## config.mk

```make
export PLATFORM = sky130hd
export DESIGN_NAME = cltp_front
export DESIGN_NICKNAME = d
export VERILOG_FILES = /design/src/hdl/cltp_pkg.sv /design/src/hdl/cltp_front.sv
export SDC_FILE = /design/constraint.sdc
export NUM_CORES = 1
export LEC_CHECK = 0
export ABC_CLOCK_PERIOD_IN_PS = 20400
export BUFFER_PORTS_ARGS = -buffer_cell sky130_fd_sc_hd__buf_4
export CAP_MARGIN = 15
export CORE_AREA = 5 5 222 224
export CTS_CLUSTER_DIAMETER = 60
export DETAILED_ROUTE_END_ITERATION = 6
export DIE_AREA = 0 0 227 229
export PLACE_DENSITY = 0.59
export SETUP_SLACK_MARGIN = 0.2
export SYNTH_ARGS = -nofsm -noshare
export SYNTH_HDL_FRONTEND = slang
export SYNTH_SLANG_ARGS = --single-unit
export TNS_END_PERCENT = 10
```

## constraint.sdc

```tcl
create_clock -name clk_i -period 20.4 [get_ports clk_i]
set_input_delay 4.08 -clock clk_i [delete_from_list [all_inputs] [get_ports clk_i]]
set_output_delay 4.08 -clock clk_i [all_outputs]
set_load 0.01 [all_outputs]
```

## src/hdl/cltp_pkg.sv

```systemverilog
`timescale 1ns / 1ps
package cltp_pkg;

  // Fixed point format of every value
  localparam int FRAC_BITS = 16;

  localparam int GAMMA_W = 18;
  localparam int CFL_W   = 23;
  localparam int CFG_W   = 23;

  // Register indexes
  localparam logic CFG_IDX_GAMMA = 1'b0;
  localparam logic CFG_IDX_CFL   = 1'b1;

  localparam logic [GAMMA_W-1:0] GAMMA_RST = GAMMA_W'((64'd7 << FRAC_BITS) / 5);
  localparam logic [CFL_W-1:0]   CFL_RST   = CFL_W'(64'd1 << FRAC_BITS);

  // Status codes
  localparam logic [1:0] STATUS_OK   = 2'd0;
  localparam logic [1:0] STATUS_SAT  = 2'd1;
  localparam logic [1:0] STATUS_ZERO = 2'd2;

  // Iterative unit lengths
  localparam int DIV_W      = 54;
  localparam int DEN_W      = 40;
  localparam int SQRT_STEPS = 32;
  localparam int CNT_W      = 6;

  // Face queue
  localparam int QUEUE_DEPTH = 2;
  localparam int QPTR_W      = 1;

  localparam logic [DEN_W-1:0] SUM_MAX = {DEN_W{1'b1}};

  typedef struct packed {
    logic [GAMMA_W-1:0] gamma;
    logic [CFL_W-1:0]   cfl;
  } cfg_t;

  // One classified face: magnitudes plus the sign of each velocity product
  typedef struct packed {
    logic [30:0]       density;
    logic [30:0]       pressure;
    logic [30:0]       volume;
    logic              last_face;
    logic [2:0][31:0]  vel_mag;
    logic [2:0][31:0]  nrm_mag;
    logic [2:0]        dot_neg;
  } face_t;

endpackage

```

## src/hdl/cltp_front.sv

```systemverilog
`timescale 1ns / 1ps
module cltp_front (
  input  logic                 clk_i,
  input  logic                 rst_ni,
  input  logic                 in_valid_i,
  output logic                 in_stall_o,
  input  logic [30:0]          density_i,
  input  logic [30:0]          pressure_i,
  input  logic signed [31:0]   vel_x_i,
  input  logic signed [31:0]   vel_y_i,
  input  logic signed [31:0]   vel_z_i,
  input  logic signed [31:0]   normal_x_i,
  input  logic signed [31:0]   normal_y_i,
  input  logic signed [31:0]   normal_z_i,
  input  logic [30:0]          cell_vol_i,
  input  logic                 last_face_i,
  output logic                 push_o,
  output cltp_pkg::face_t      face_o,
  input  logic                 full_i
);

  logic            vld_q, vld_d;
  logic            accept;
  cltp_pkg::face_t face_q, face_d;
  logic [2:0][31:0] vel, nrm;

  assign vel = {vel_z_i, vel_y_i, vel_x_i};
  assign nrm = {normal_z_i, normal_y_i, normal_x_i};

  assign in_stall_o = vld_q && full_i;
  assign accept     = in_valid_i && !in_stall_o;
  assign push_o     = vld_q && !full_i;
  assign face_o     = face_q;
  assign vld_d      = accept || (vld_q && !push_o);

  // Split each signed component into magnitude and sign
  always_comb begin
    face_d.density     = density_i;
    face_d.pressure    = pressure_i;
    face_d.volume      = cell_vol_i;
    face_d.last_face   = last_face_i;
    for (int k = 0; k < 3; k++) begin
      face_d.vel_mag[k] = vel[k][31] ? (~vel[k] + 32'd1) : vel[k];
      face_d.nrm_mag[k] = nrm[k][31] ? (~nrm[k] + 32'd1) : nrm[k];
      face_d.dot_neg[k] = vel[k][31] ^ nrm[k][31];
    end
  end

  always_ff @(posedge clk_i or negedge rst_ni) begin
    if (!rst_ni) begin
      vld_q <= 1'b0;
    end else begin
      vld_q <= vld_d;
    end
  end

  always_ff @(posedge clk_i) begin
    if (accept) begin
      face_q <= face_d;
    end
  end

endmodule

```

==> results.sh <==
export IMPL_status="finished clean"
export IMPL_cts_resized=0
export IMPL_hold_path_class="reg2reg"
export IMPL_synth_edff_count=289
export IMPL_cts_tree="done"
export IMPL_num_vias=10110
export IMPL_async_flop_share_pct=0.3448
export IMPL_start_kind="input port"
export IMPL_p_comb_share_pct=14.1
export IMPL_clk_pin_slew_ps=60
export IMPL_finalCritPeriodShare_pct=42.18
export IMPL_grt_max_degree=185
export IMPL_wire_per_inst_um=21.33
export IMPL_pwr_share_clk_pct=42.1
export IMPL_numCtsBuffers=39
export IMPL_htree_levels=2
export IMPL_fp_dieArea_um2=51980
export IMPL_syn_instance_count=912
export IMPL_yosys_top_cells_area="edfxtp_1 66%, xnor2_1 12%, o41ai_1 3.0%"
export IMPL_slowest_stage="and2_1"
export IMPL_syn_num_nets=1214
export IMPL_synth_seq_cells=290
export IMPL_cts_root_buf="clkbuf_16"
export IMPL_slowest_delay_ps=170
export IMPL_clock_latency_ps=540
export IMPL_syn_cell_area_um2=13140
export IMPL_worstSetupPathType="in2out"
export IMPL_p_int_mw=1.253
export IMPL_nets=1814
export IMPL_yosysWarnings=0
export IMPL_rr_startpoint="vld_q"
export IMPL_maxCapViolCount=0
export IMPL_fp_dieH_um=229
export IMPL_hold_violations=0
export IMPL_power_share_sequential_pct=43.8
export IMPL_p_sw_mw=0.3924
export IMPL_setup_viol=0
export IMPL_power_density_nw_per_um2=84.39
export IMPL_crit_required_ps=16320
export IMPL_cts_sinks=290
export IMPL_holdPathStages=2
export IMPL_drc=0
export IMPL_ant_nets=0
export IMPL_fp_dieW_um=227
export IMPL_core_area_um2=47150
export IMPL_gp_congestion=0.8520
export IMPL_num_rows=80
export IMPL_rsz0062_at_grt="false"
export IMPL_overflow=0
export IMPL_worstPathArrival_ps=4520
export IMPL_maxSlewHeadroom_pct=25.12
export IMPL_ctsHoldBuffers=0
export IMPL_boundaryPins=581
export IMPL_synthToLayoutAreaGrowth_pct=48.44
export IMPL_postRouteWirelength_mm=45.99
export IMPL_vias_per_cell=4.687
export IMPL_timing_rr_end="face_o[41]"
export IMPL_drt_first_pass_iters=6
export IMPL_grt_pass1_wl_mm=66.25
export IMPL_synth_cell_types=39
export IMPL_crit_chain="buf_4 > and2_1 > buf_4"
export IMPL_cts_setup_buffers=0
export IMPL_placement_io_buffers=580
export IMPL_fmax_ghz=0.1162
export IMPL_p_sw_share_pct=23.85
export IMPL_holdPathEnd="vld_q"
export IMPL_reg2reg_depth=4
export IMPL_drive_gt1_share_pct=43.77
export IMPL_synth_largest_area_cell="edfxtp_1"
export IMPL_fin_crit_ps=8604
export IMPL_dpl_hpwl_mm=35.99
export IMPL_fin_setup_tns_ps=0
export IMPL_ys_seq_area_share_pct=66.25
export IMPL_crit_fanout=3
export IMPL_tightestPinTransition_ps=1123
export IMPL_p_leak_nw=7.340
export IMPL_ys_flop_type="edfxtp_1"
export IMPL_drt_iter0_drc=541
export IMPL_grt_pass1_vias=10490
export IMPL_path_common_cell="buf_4"
export IMPL_antenna_found_initial=4
export IMPL_synth_top_cell_area_share_pct=66.06
export IMPL_final_setup_skew_ps=16.16
export IMPL_cts_buffer_depth=3
export IMPL_rrSetupSlack_ps=17800
export IMPL_netlist_top_cells_count="289 x edfxtp_1, 173 x xnor2_1, 68 x nand2_1, 50 x o21ai_0"
export IMPL_peakVddDrop_uv=63.30
export IMPL_slew_violations=0
export IMPL_min_from="vld_q"
export IMPL_start_util_pct=27.86
export IMPL_synth_most_common_cell="edfxtp_1"
export IMPL_grt_usage_pct=16.71
export IMPL_cp_end_kind="primary output"
export IMPL_whs_ps=727.0
export IMPL_avgSynthCellArea_um2=14.40
-- stage by stage --
| step | instances | cell area [um2] | setup WS [ps] | utilization (%) | total power [mW] |
|---|---|---|---|---|---|
| detailed placement | 2086 | 18200 | 11800 | 38.61 | 0.9688 |
| floorplan | 912 | 13140 | 2458 | - | 0.8357 |
| CTS | 2155 | 19500 | 11790 | 41.36 | 1.675 |
| global placement | 2086 | 18200 | 11800 | 38.61 | 0.9654 |
| global route | 2155 | 19500 | 11790 | 41.36 | 1.720 |
| finish | 2156 | 19500 | 11800 | 41.36 | 1.646 |
-- area by class of cell --
type                    count  area [um2]
multi-input cells         578        4265
repair buffers            583        4389
fillers                  4454       27650
inverters                  20       75.07
diodes                      1       2.502
clock buffers              45       998.5
clock inverters            24       296.5
flip-flops and latches    290        8703
well taps                 615       769.5
-- power by group through the flow --
| stage | clock [mW] | sequential, mW | combinational [mW] |
|---|---|---|---|
| final | 0.693 | 0.720 | 0.233 |
| after global routing | 0.745 | 0.723 | 0.251 |
| after CTS | 0.717 | 0.721 | 0.237 |
| after detailed placement | 0 | 0.733 | 0.236 |
| after global placement | 0 | 0.732 | 0.234 |
| after floorplan | 0 | 0.767 | 0.0683 |
-- sequential cells by signal (all words and copies together), names as in the netlist --
signal,flops
vld_q,1
face_o,289
-- cell families (layout without fill, tap and decap cells) --
kind of cell / count (synthesis) / in the layout / synth area share (%)
flops: 290 / 290 / 66.25
simple gates: 239 / 239 / 10.75
xor+xnor: 177 / 177 / 11.80
compound gates: 150 / 150 / 8.715
buf+inv: 44 / 672 / 1.333
fa+ha+maj: 12 / 12 / 1.143
other cells: 0 / 1 / 0
-- critical path: cells and delay by family --
| family | cells | cell delay, ps |
|---|---|---|
| and+or+nand+nor | 1 | 170 |
| buffers and inverters | 2 | 270 |
-- layer usage --
layer  GRT usage (%)  up-vias  part of all wire [%]
li1                -     4761                     -
met1           18.50     4839                    36
met2           28.99      426                    49
met3           7.619       74                    12
met4           4.616        6                   2.8
met5               0        -                 0.076
-- worst max-delay path by stage --
stage	start	endpoint	slack, ps
floorplan	full_i	face_o[0]	2460
global placement	full_i	in_stall_o	11800
detailed placement	full_i	in_stall_o	11800
CTS	full_i	in_stall_o	11790
global route	full_i	in_stall_o	11790
finish	full_i	in_stall_o	11800
-- placed cells by master (no fill, tap or decap), types with 5 or more instances in the layout --
master and count:
o21ai_0 50, nand2_1 68, nand4_1 19, or4_1 13
clkbuf_16 39, ha_1 12, nor4_1 25, or3_1 13
nor2_1 16, clkbuf_1 6, inv_6 5, or2_2 7
o31ai_1 45, nand3_1 9, nand2b_1 14, nor4_2 6
inv_1 20, nor3_1 18, edfxtp_1 289, nand3b_1 6
o41ai_1 45, bufinv_16 6, clkinv_1 5, o41ai_2 8
nand4b_1 5, buf_4 582, xnor2_1 173
No activity file was read; power rests on OpenSTA's default activity.
