## src/hdl/cltp_pkg.sv

```systemverilog
`timescale 1ns / 1ps
package cltp_pkg;

  // Fixed point format of every value
  localparam int FRAC_BITS = 16;

  localparam int GAMMA_W = 18;
  localparam int CFL_W   = 23;
  localparam int CFG_W   = 23;

  // Register indexes
  localparam logic CFG_IDX_GAMMA = 1'b0;
  localparam logic CFG_IDX_CFL   = 1'b1;

  localparam logic [GAMMA_W-1:0] GAMMA_RST = GAMMA_W'((64'd7 << FRAC_BITS) / 5);
  localparam logic [CFL_W-1:0]   CFL_RST   = CFL_W'(64'd1 << FRAC_BITS);

  // Status codes
  localparam logic [1:0] STATUS_OK   = 2'd0;
  localparam logic [1:0] STATUS_SAT  = 2'd1;
  localparam logic [1:0] STATUS_ZERO = 2'd2;

  // Iterative unit lengths
  localparam int DIV_W      = 54;
  localparam int DEN_W      = 40;
  localparam int SQRT_STEPS = 32;
  localparam int CNT_W      = 6;

  // Face queue
  localparam int QUEUE_DEPTH = 2;
  localparam int QPTR_W      = 1;

  localparam logic [DEN_W-1:0] SUM_MAX = {DEN_W{1'b1}};

  typedef struct packed {
    logic [GAMMA_W-1:0] gamma;
    logic [CFL_W-1:0]   cfl;
  } cfg_t;

  // One classified face: magnitudes plus the sign of each velocity product
  typedef struct packed {
    logic [30:0]       density;
    logic [30:0]       pressure;
    logic [30:0]       volume;
    logic              last_face;
    logic [2:0][31:0]  vel_mag;
    logic [2:0][31:0]  nrm_mag;
    logic [2:0]        dot_neg;
  } face_t;

endpackage

```

## src/hdl/cltp_queue.sv

```systemverilog
`timescale 1ns / 1ps
module cltp_queue (
  input  logic            clk_i,
  input  logic            rst_ni,
  input  logic            push_i,
  input  cltp_pkg::face_t data_i,
  output logic            full_o,
  input  logic            pop_i,
  output logic            empty_o,
  output cltp_pkg::face_t data_o
);

  cltp_pkg::face_t               mem_q [cltp_pkg::QUEUE_DEPTH];
  logic [cltp_pkg::QPTR_W-1:0]   wptr_q, rptr_q;
  logic [cltp_pkg::QPTR_W:0]     cnt_q;

  assign full_o  = cnt_q == (cltp_pkg::QPTR_W+1)'(cltp_pkg::QUEUE_DEPTH);
  assign empty_o = cnt_q == '0;
  assign data_o  = mem_q[rptr_q];

  always_ff @(posedge clk_i or negedge rst_ni) begin
    if (!rst_ni) begin
      wptr_q <= '0;
      rptr_q <= '0;
      cnt_q  <= '0;
    end else begin
      if (push_i) wptr_q <= wptr_q + 1'b1;
      if (pop_i)  rptr_q <= rptr_q + 1'b1;
      if (push_i && !pop_i)      cnt_q <= cnt_q + 1'b1;
      else if (pop_i && !push_i) cnt_q <= cnt_q - 1'b1;
    end
  end

  always_ff @(posedge clk_i) begin
    if (push_i) begin
      mem_q[wptr_q] <= data_i;
    end
  end

endmodule

```

## config.mk

```make
export PLATFORM = sky130hd
export DESIGN_NAME = cltp_queue
export DESIGN_NICKNAME = d
export VERILOG_FILES = /design/src/hdl/cltp_pkg.sv /design/src/hdl/cltp_queue.sv
export SDC_FILE = /design/constraint.sdc
export NUM_CORES = 1
export LEC_CHECK = 0
export BUFFER_PORTS_ARGS = -buffer_cell sky130_fd_sc_hd__buf_4
export CORE_AREA = 2 2 228 230
export DETAILED_ROUTE_END_ITERATION = 10
export DIE_AREA = 0 0 230 232
export HOLD_SLACK_MARGIN = 0.05
export PLACE_DENSITY_LB_ADDON = 0.1
export SLEW_MARGIN = 20
export SYNTH_ARGS = -nofsm -noshare
export SYNTH_HDL_FRONTEND = slang
export SYNTH_SLANG_ARGS = --single-unit
```

## constraint.sdc

```tcl
create_clock -name clk_i -period 19.1 [get_ports clk_i]
set_input_delay 0 -clock clk_i [delete_from_list [all_inputs] [get_ports clk_i]]
set_output_delay 0 -clock clk_i [all_outputs]
set_load 0.02 [all_outputs]
```

==> flow_summary.json, run 1 <==
{
  "run_status": "finished, final reports clean",
  "placed_cells": 2157,
  "path_class": "flop to output pin",
  "cts_sinks": 582,
  "cp_top_family": "buffers and inverters",
  "num_vias": 11858,
  "cp.required_ns": 19.10,
  "ys_async_sr_fraction": 0.00687,
  "syn2layout_area_growth_pct": 46.4,
  "clkLatencyLatePin_ns": 0.60,
  "slowest_delay_ns": 1.07,
  "use_met2": 0.318,
  "worst_setup_path_end_kind": "output pin",
  "hold_class": "input pin to flop",
  "crit_chain": "buf_4, buf_4, buf_4, mux2_2, buf_4",
  "r2r_start": "wptr_q",
  "arrival_ns": 4.80,
  "hold_violations": 0,
  "busiest_layer": "met2",
  "die_h_um": 232,
  "power.density_mw_per_mm2": 144,
  "grt_max_degree": 79,
  "grt_pass1_vias": 12606,
  "h-tree-depth": 2,
  "syn_nets": 1209,
  "layout.cells.non_filler": 2559,
  "startpoint_type": "flop",
  "slew_violations": 0,
  "crit_end": "data_o[103]",
  "maxCapViolCount": 0,
  "num_rows": 83,
  "post_drt_wl_per_cell_um": 20.5,
  "ios": 584,
  "mappedNetlistArea_mm2": 0.0214,
  "ys_types": 14,
  "dieArea_mm2": 0.0534,
  "drtAntennaViolNets": 0,
  "antenna_found_initial": 1,
  "use_met3": 0.0607,
  "synth.area.top_cells": "edfxtp_1 81%, mux2_2 9.9%, mux2_4 7.0%, buf_6 0.58%, buf_2 0.47%",
  "crit_buf_inv": 4,
  "cts_tree": "done",
  "routed_wl_um": 52500,
  "static-leakage-power_nw": 12.1,
  "post-cts-setup-buffers": 0,
  "viasPerCell": 4.63,
  "start_util": 0.421,
  "synth_cells": 915,
  "grt_setup_unrepaired": "false",
  "die_x_um": 230,
  "hold_buffers": 293,
  "grt_use_met1": 0.232,
  "clock_path_buffers": 3,
  "synth_area_per_cell_um2": 23.4,
  "final_nets": 2125,
  "diodes": 0,
  "fin_area_mm2": 0.0313,
  "ys_seq_area_frac": 0.816,
  "tightest_slew_ns": 1.09,
  "fp.coreArea_mm2": 0.0509,
  "grt-ovfl-total": 0,
  "postCtsResizedCells": 0,
  "crit_path_frequent_cell": "buf_4",
  "drt-initial-drc-count": 644,
  "grt_pass1_wl_um": 76300,
  "synthTopCellsByCount": "578 x edfxtp_1, 189 x mux2_2, 100 x mux2_4, 20 x buf_2, 11 x buf_6",
  "rrSetupSlack_ns": 15.54,
  "place_area_mm2": 0.0265,
  "synth_edf_count": 578,
  "yosys_warnings": 0,
  "nFillCells": 3810,
  "finalSetupViolations": 0,
  "peakVddDrop_mv": 0.127,
  "fmax_mhz": 208,
  "dr.pass1.iters": 4,
  "synth_ff_type": "edfxtp_1",
  "grt.total_usage": 0.191,
  "r2r_cells": 3,
  "port-buffer-count": 583,
  "crit_start": "rptr_q",
  "period_needed_ns": 4.80,
  "timing.rr.end": "mem_q[1][258]",
  "ys_ff_latch": 582,
  "finalCritPeriodShare": 0.251,
  "place.detailed.hpwl_um": 35400,
  "skew_ns": 0.0145,
  "gp_congestion": 0.772,
  "critPathMaxFanout": 68,
  "final_layout_size_suffix_gt1_frac": 0.514,
  "root_buffer": "clkbuf_16",
  "slew_headroom": 0.272,
  "synth_top_area_cell": "edfxtp_1",
  "drc": 0,
  "synth.most_common_cell": "edfxtp_1",
  "synth_top_cell_area_share": 0.811,
  "clk_pin_slew_ns": 0.06,
  "cts_inserted_buffers": 58,
  "slowest_stage": "dfrtp_4",
  "fin_setup_tns_ns": 0,
  "crit_cells": 5
}
layout make-up:
type / count / area [um^2] / area share
Clock buffer: 80 / 1640 / 0.0523
Clock inverter: 28 / 248 / 0.00791
Inverter: 1 / 3.75 / 0.000120
Multi-Input combinational cell: 300 / 3720 / 0.119
Sequential cell: 582 / 17500 / 0.557
Tap cell: 680 / 851 / 0.0271
Timing Repair Buffer: 888 / 7420 / 0.237
kinds of logic (layout without fill, tap and decap cells):
| kind of cell | count (synthesis) | count (layout) | synth area share |
|---|---|---|---|
| xor+xnor | 5 | 5 | 0.00205 |
| fa+ha+maj | 1 | 1 | 0.000584 |
| buf+inv | 33 | 997 | 0.0110 |
| flops | 582 | 582 | 0.816 |
| mux | 289 | 289 | 0.170 |
| simple gates | 5 | 5 | 0.00123 |
per-layer routing:
| metal | vias up | share of wire |
|---|---|---|
| met5 | - | 0.00021 |
| met4 | 2 | 0.034 |
| met3 | 96 | 0.082 |
| met2 | 445 | 0.49 |
| met1 | 5817 | 0.40 |
| li1 | 5498 | - |
worst min-delay path by stage:
stage | start | to | cells past startpoint
floorplan | rst_ni | cnt_q[0] | 0
global placement | rst_ni | cnt_q[1] | 1
detailed placement | rst_ni | cnt_q[0] | 1
CTS | data_i[262] | mem_q[1][262] | 2
global route | data_i[30] | mem_q[0][30] | 2
finish | data_i[13] | mem_q[0][13] | 2
cell usage in the layout, fill, tap and decap left out:
master	Yosys	final
edfxtp_1	578	578
clkinv_1	0	14
mux2_4	100	100
clkbuf_16	0	61
dfrtp_1	4	3
clkbuf_8	0	4
dlygate4sd3_1	0	293
inv_1	1	1
bufinv_16	0	5
xnor2_1	1	1
ha_1	1	1
dfrtp_4	0	1
and2_4	0	1
nor2_1	2	2
mux2_2	189	189
clkbuf_1	0	15
nor2b_1	2	1
buf_4	1	593
xor2_1	4	4
nor2b_4	0	1
buf_6	11	1
clkinv_2	0	9
buf_12	0	1
registers in the layout, indices dropped and copies added (netlist names):
name    flops
mem_q     578
cnt_q       2
rptr_q      1
wptr_q      1
per-stage QoR:
stage | setup slack, ns | total power (W) | utilization | hold WS, ns
finish | 14.30 | 0.00451 | 0.616 | 0.120
global placement | 14.88 | 0.00337 | 0.521 | -0.198
global route | 14.02 | 0.00469 | 0.616 | 0.0929
detailed placement | 14.84 | 0.00338 | 0.521 | -0.193
floorplan | 4.99 | 0.00285 | - | -0.296
CTS | 14.18 | 0.00456 | 0.615 | 0.0812
where the power goes:
part	internal, W	leakage (nW)	total (W)	switching (W)
combinational	0.000743	5.70	0.00161	0.000864
sequential	0.00170	5.47	0.00178	0.0000835
clock	0.000662	0.926	0.00112	0.000457
total	0.00310	12.1	0.00451	0.00140
Note: power is estimated with default switching activity, not from simulation.
==> inputs of run 2 (changes only) <==
Clock period 19.1 ns to 4.1 ns, I/O delays scaled along.
==> run 2 against run 1 <==
  * Total power grew to 4.6 times the previous value
  * Non-clock buffer count grew 1
  * Sequential cell count is the same
  * Clock power rose to 4.5 times the previous value
  * Sequential share of layout area barely moved
  * Worst setup slack worse by 13 ns
  * Combinational power rose to 4.7 times the previous value
  * Cell count up 0.31%
  * Clock skew up 0.0038 ns
  * Largest cell class unchanged
  * Die area unchanged
  * First-iteration DRC count grew 14%
==> flow_summary.json, run 2 (synthesis gave the netlist of run 1 again) <==
{
  "post-cts-setup-buffers": 0,
  "clkLatencyLatePin_ns": 0.61,
  "arrival_ns": 2.60,
  "routed_wl_um": 52300,
  "run_status": "finished, final reports clean",
  "drtAntennaViolNets": 0,
  "maxCapViolCount": 0,
  "root_buffer": "clkbuf_16",
  "path_class": "flop to output pin",
  "static-leakage-power_nw": 12.1,
  "slowest_delay_ns": 0.80,
  "dr.pass1.iters": 4,
  "crit_chain": "buf_12, mux2_2, buf_4",
  "peakVddDrop_mv": 0.415,
  "ios": 584,
  "cts_tree": "done",
  "syn2layout_area_growth_pct": 46.5,
  "fin_util": 0.616,
  "worst_setup_path_end_kind": "output pin",
  "r2r_cells": 2,
  "r2r_start": "wptr_q",
  "place.detailed.hpwl_um": 35300,
  "fmax_mhz": 385,
  "dr_wl_met3_um": 4900,
  "final_common_cell": "buf_4",
  "period_needed_ns": 2.60,
  "largest_reg_flops": 578,
  "crit_start": "rptr_q",
  "gp_congestion": 0.841,
  "fp.coreArea_mm2": 0.0509,
  "viasPerCell": 4.65,
  "antenna_found_initial": 5,
  "num_rows": 83,
  "cp.required_ns": 4.10,
  "largest_registers": "mem_q (578), cnt_q (2)",
  "grt_setup_unrepaired": "false",
  "hold_class": "input pin to flop",
  "crit_buf_inv": 2,
  "port-buffer-count": 583,
  "slew_headroom": 0.450,
  "grt.total_usage": 0.190,
  "timing.rr.end": "mem_q[1][253]",
  "slowest_stage": "dfrtp_4",
  "cts_sinks": 582,
  "grt_pass1_vias": 12693,
  "grt_max_degree": 135,
  "slew_violations": 0,
  "cp_top_family": "flip-flops",
  "num_vias": 11946,
  "critPathMaxFanout": 81,
  "regMostFlops": "mem_q",
  "crit_cells": 3,
  "hold_slack_ns": 0.116,
  "finalCritPeriodShare": 0.634,
  "post_drt_wl_per_cell_um": 20.4,
  "final_cell_mix": "587 x buf_4, 578 x edfxtp_1, 293 x dlygate4sd3_1",
  "finalSetupViolations": 0,
  "skew_ns": 0.0183,
  "clock_path_buffers": 3,
  "die_x_um": 230,
  "start_util": 0.421,
  "final_nets": 2128,
  "wl_met1_um": 19900,
  "grt_pass1_wl_um": 76400,
  "clk_pin_slew_ns": 0.06,
  "power.density_mw_per_mm2": 664,
  "drt-initial-drc-count": 737,
  "final_layout_size_suffix_gt1_frac": 0.512,
  "dieArea_mm2": 0.0534,
  "nFillCells": 3851,
  "grt-ovfl-total": 0,
  "drc": 0,
  "hold_violations": 0,
  "routed.top_layer": "met5",
  "crit_end": "data_o[106]",
  "cts_inserted_buffers": 60,
  "tightest_slew_ns": 0.824,
  "h-tree-depth": 2,
  "wl_met2_um": 25800,
  "rrSetupSlack_ns": 2.19,
  "startpoint_type": "flop",
  "die_h_um": 232
}
==> run 2: what timing repair did <==
item | 4_1_cts | 5_1_grt
endpoints found under the hold margin | 586 | 0
hold buffers | 293 | 0
resized for setup | 0 | 0
==> run 2: cell type report <==
cell class | count | area (um^2) | share of cell area
repair buffers | 889 | 7520 | 0.240
flip-flops and latches | 582 | 17500 | 0.557
inverters | 1 | 3.75 | 0.000120
well taps | 680 | 851 | 0.0271
diodes | 5 | 12.5 | 0.000399
clock inverters | 33 | 210 | 0.00670
multi-input cells | 300 | 3720 | 0.119
clock buffers | 77 | 1590 | 0.0506
==> run 2: worst min-delay path by stage <==
stage,from,endpoint,slack (ns),cells past startpoint
2_1_floorplan,rst_ni,cnt_q[0],-0.30,0
3_3_place_gp,rst_ni,cnt_q[1],-0.20,1
3_5_place_dp,rst_ni,cnt_q[1],-0.20,1
4_1_cts,data_i[6],mem_q[0][6],0.07,2
5_1_grt,data_i[141],mem_q[0][141],0.08,2
6_report,data_i[114],mem_q[0][114],0.12,2
==> run 2: metal layers <==
layer  track usage  vias up
li1              -     5517
met1         0.224     5908
met3        0.0737      103
met4        0.0659        2
met2         0.318      416
met5             0        -
==> run 2: where the power goes <==
part	leakage (nW)	total, W	switching, W	internal [W]
registers	5.47	0.00821	0.000319	0.00789
clock network	0.877	0.00500	0.00216	0.00284
logic	5.74	0.00761	0.00410	0.00351
total	12.1	0.0208	0.00658	0.0142
==> run 2: per-stage QoR <==
step	TNS, ns	instance area [um^2]	setup slack [ns]	total power (W)	instances
final	0	31400	1.50	0.0208	2567
after global routing	0	31400	1.36	0.0217	2565
after CTS	0	31400	1.43	0.0211	2562
after detailed placement	0	26600	2.10	0.0158	2159
after global placement	0	26600	2.12	0.0158	2159
after floorplan	-391.85	21400	-1.04	0.0129	915
==> inputs of run 3 (changes only) <==
Clock period 4.1 ns to 2.7 ns, I/O delays scaled along.
==> run 3 against run 2 <==
  * Die area did not move
  * Core utilization rose by 0.75 points
  * Worst setup slack got worse by 1.1 ns
  * Critical endpoint is now data_o[92]
==> flow_summary.json, run 3 (synthesis gave the netlist of run 1 again) <==
{
  "run_status": "finished, final reports clean",
  "multi_input_area_mm2": 0.00372,
  "gp_congestion": 0.801,
  "post-cts-setup-buffers": 0,
  "dr.pass1.iters": 6,
  "port-buffer-count": 583,
  "slowest_delay_ns": 0.64,
  "skew_ns": 0.00962,
  "startpoint_type": "flop",
  "pwr-share-seq": 0.383,
  "final_layout_size_suffix_gt1_frac": 0.520,
  "fmax_mhz": 432,
  "hold_violations": 0,
  "arrival_ns": 2.31,
  "slew_violations": 0,
  "final_cell_mix": "596 x buf_4, 578 x edfxtp_1, 293 x dlygate4sd3_1",
  "seq_area_mm2": 0.0175,
  "num_rows": 83,
  "dieArea_mm2": 0.0534,
  "finalPower_w": 0.0324,
  "static-leakage-power_nw": 12.3,
  "fin_util": 0.624,
  "maxCapViolCount": 0,
  "viasPerCell": 4.69,
  "final_nets": 2147,
  "power.density_mw_per_mm2": 1020,
  "grt_pass1_vias": 13226,
  "num_vias": 12149,
  "crit_path_frequent_cell": "buf_4",
  "h-tree-depth": 2,
  "grt_setup_unrepaired": "false",
  "cp.required_ns": 2.70,
  "syn2layout_area_growth_pct": 48.3,
  "internal_power_w": 0.0223,
  "largest_reg_flops": 578,
  "die_x_um": 230,
  "tightest_slew_ns": 0.489,
  "largest_registers": "mem_q (578), cnt_q (2)",
  "finalSetupViolations": 0,
  "drt-initial-drc-count": 596,
  "swShare": 0.312,
  "ios": 584,
  "fp.coreArea_mm2": 0.0509,
  "cts_tree": "done",
  "grt-ovfl-total": 0,
  "path_class": "flop to output pin",
  "clock_path_buffers": 3,
  "start_util": 0.421,
  "post_drt_wl_per_cell_um": 21.1,
  "place.detailed.hpwl_um": 38000,
  "drtAntennaViolNets": 0,
  "slowest_stage": "dfrtp_4",
  "routed_wl_um": 54700,
  "nFillCells": 3714,
  "cts_inserted_buffers": 60,
  "final_common_cell": "buf_4",
  "die_h_um": 232,
  "finalCritPeriodShare": 0.856,
  "place_area_mm2": 0.0269,
  "comb_power_share": 0.370,
  "slew_headroom": 0.673,
  "clock_power_share": 0.247,
  "p_switching_w": 0.0101,
  "fin_area_mm2": 0.0318,
  "worst_setup_path_end_kind": "output pin",
  "regMostFlops": "mem_q",
  "period_needed_ns": 2.31,
  "critPathMaxFanout": 27,
  "drc": 0,
  "clkLatencyLatePin_ns": 0.60,
  "clk_pin_slew_ns": 0.06,
  "peakVddDrop_mv": 0.605,
  "root_buffer": "clkbuf_16",
  "cts_sinks": 582,
  "antenna_found_initial": 13,
  "grt_pass1_wl_um": 79300,
  "grt_max_degree": 58,
  "hold_class": "input pin to flop",
  "grt.total_usage": 0.200,
  "crit_chain": "buf_12, buf_4, mux2_2, buf_4"
}
## run 3: final timing paths
kind | startpoint | endpoint | slack, ns | depth (start not counted)
max | rptr_q | data_o[92] | 0.39 | 4
max in group asynchronous | rst_ni | rptr_q | 2.15 | 3
min | data_i[139] | mem_q[1][139] | 0.12 | 2
min reg2reg | cnt_q[1] | cnt_q[1] | 0.50 | 1
max reg2reg | wptr_q | mem_q[1][223] | 1.04 | 2
min in group asynchronous | rst_ni | cnt_q[1] | 0.36 | 3
## run 3: critical path: cells and delay by family (launching register included)
family / cells / cell delay [ns]
flops: 1 / 0.64
buf+inv: 3 / 0.66
mux: 1 / 0.37
## run 3: cell type report
class / count / area share
sequential: 582 / 0.550
timing repair buffer: 908 / 0.245
multi-input combinational: 300 / 0.117
clock buffer: 74 / 0.0496
tap: 680 / 0.0268
clock inverter: 32 / 0.0101
antenna: 12 / 0.000946
inverter: 1 / 0.000118
## run 3: timing repair
item | in CTS | in global routing
hold buffers | 293 | 0
endpoints found under the hold margin | 608 | 0
gates resized for setup | 0 | 0
## run 3: stage by stage
step / hold slack, ns / cells / setup TNS [ns] / setup slack, ns
6_report: 0.123 / 2589 / 0 / 0.388
5_1_grt: 0.103 / 2586 / 0 / 0.277
4_1_cts: 0.0818 / 2577 / 0 / 0.327
3_5_place_dp: -0.198 / 2178 / 0 / 0.985
3_3_place_gp: -0.197 / 2178 / 0 / 0.990
2_1_floorplan: -0.296 / 915 / -1201.05 / -2.44
## run 3: power groups by stage
stage / Clock (W) / Sequential (W) / Combinational (W)
after floorplan: 0 / 0.0127 / 0.00697
after global placement: 0 / 0.0126 / 0.0117
after detailed placement: 0 / 0.0126 / 0.0117
after CTS: 0.00824 / 0.0124 / 0.0122
after global routing: 0.00855 / 0.0126 / 0.0126
final: 0.00802 / 0.0124 / 0.0120
## run 3: routing by layer
metal  up-vias  global-route usage  part of all wire
li1       5541                   -                 -
met1      6025               0.226              0.38
met2       460               0.342              0.50
met3       121              0.0650             0.078
met4         2              0.0968             0.045
met5         -                   0           0.00024
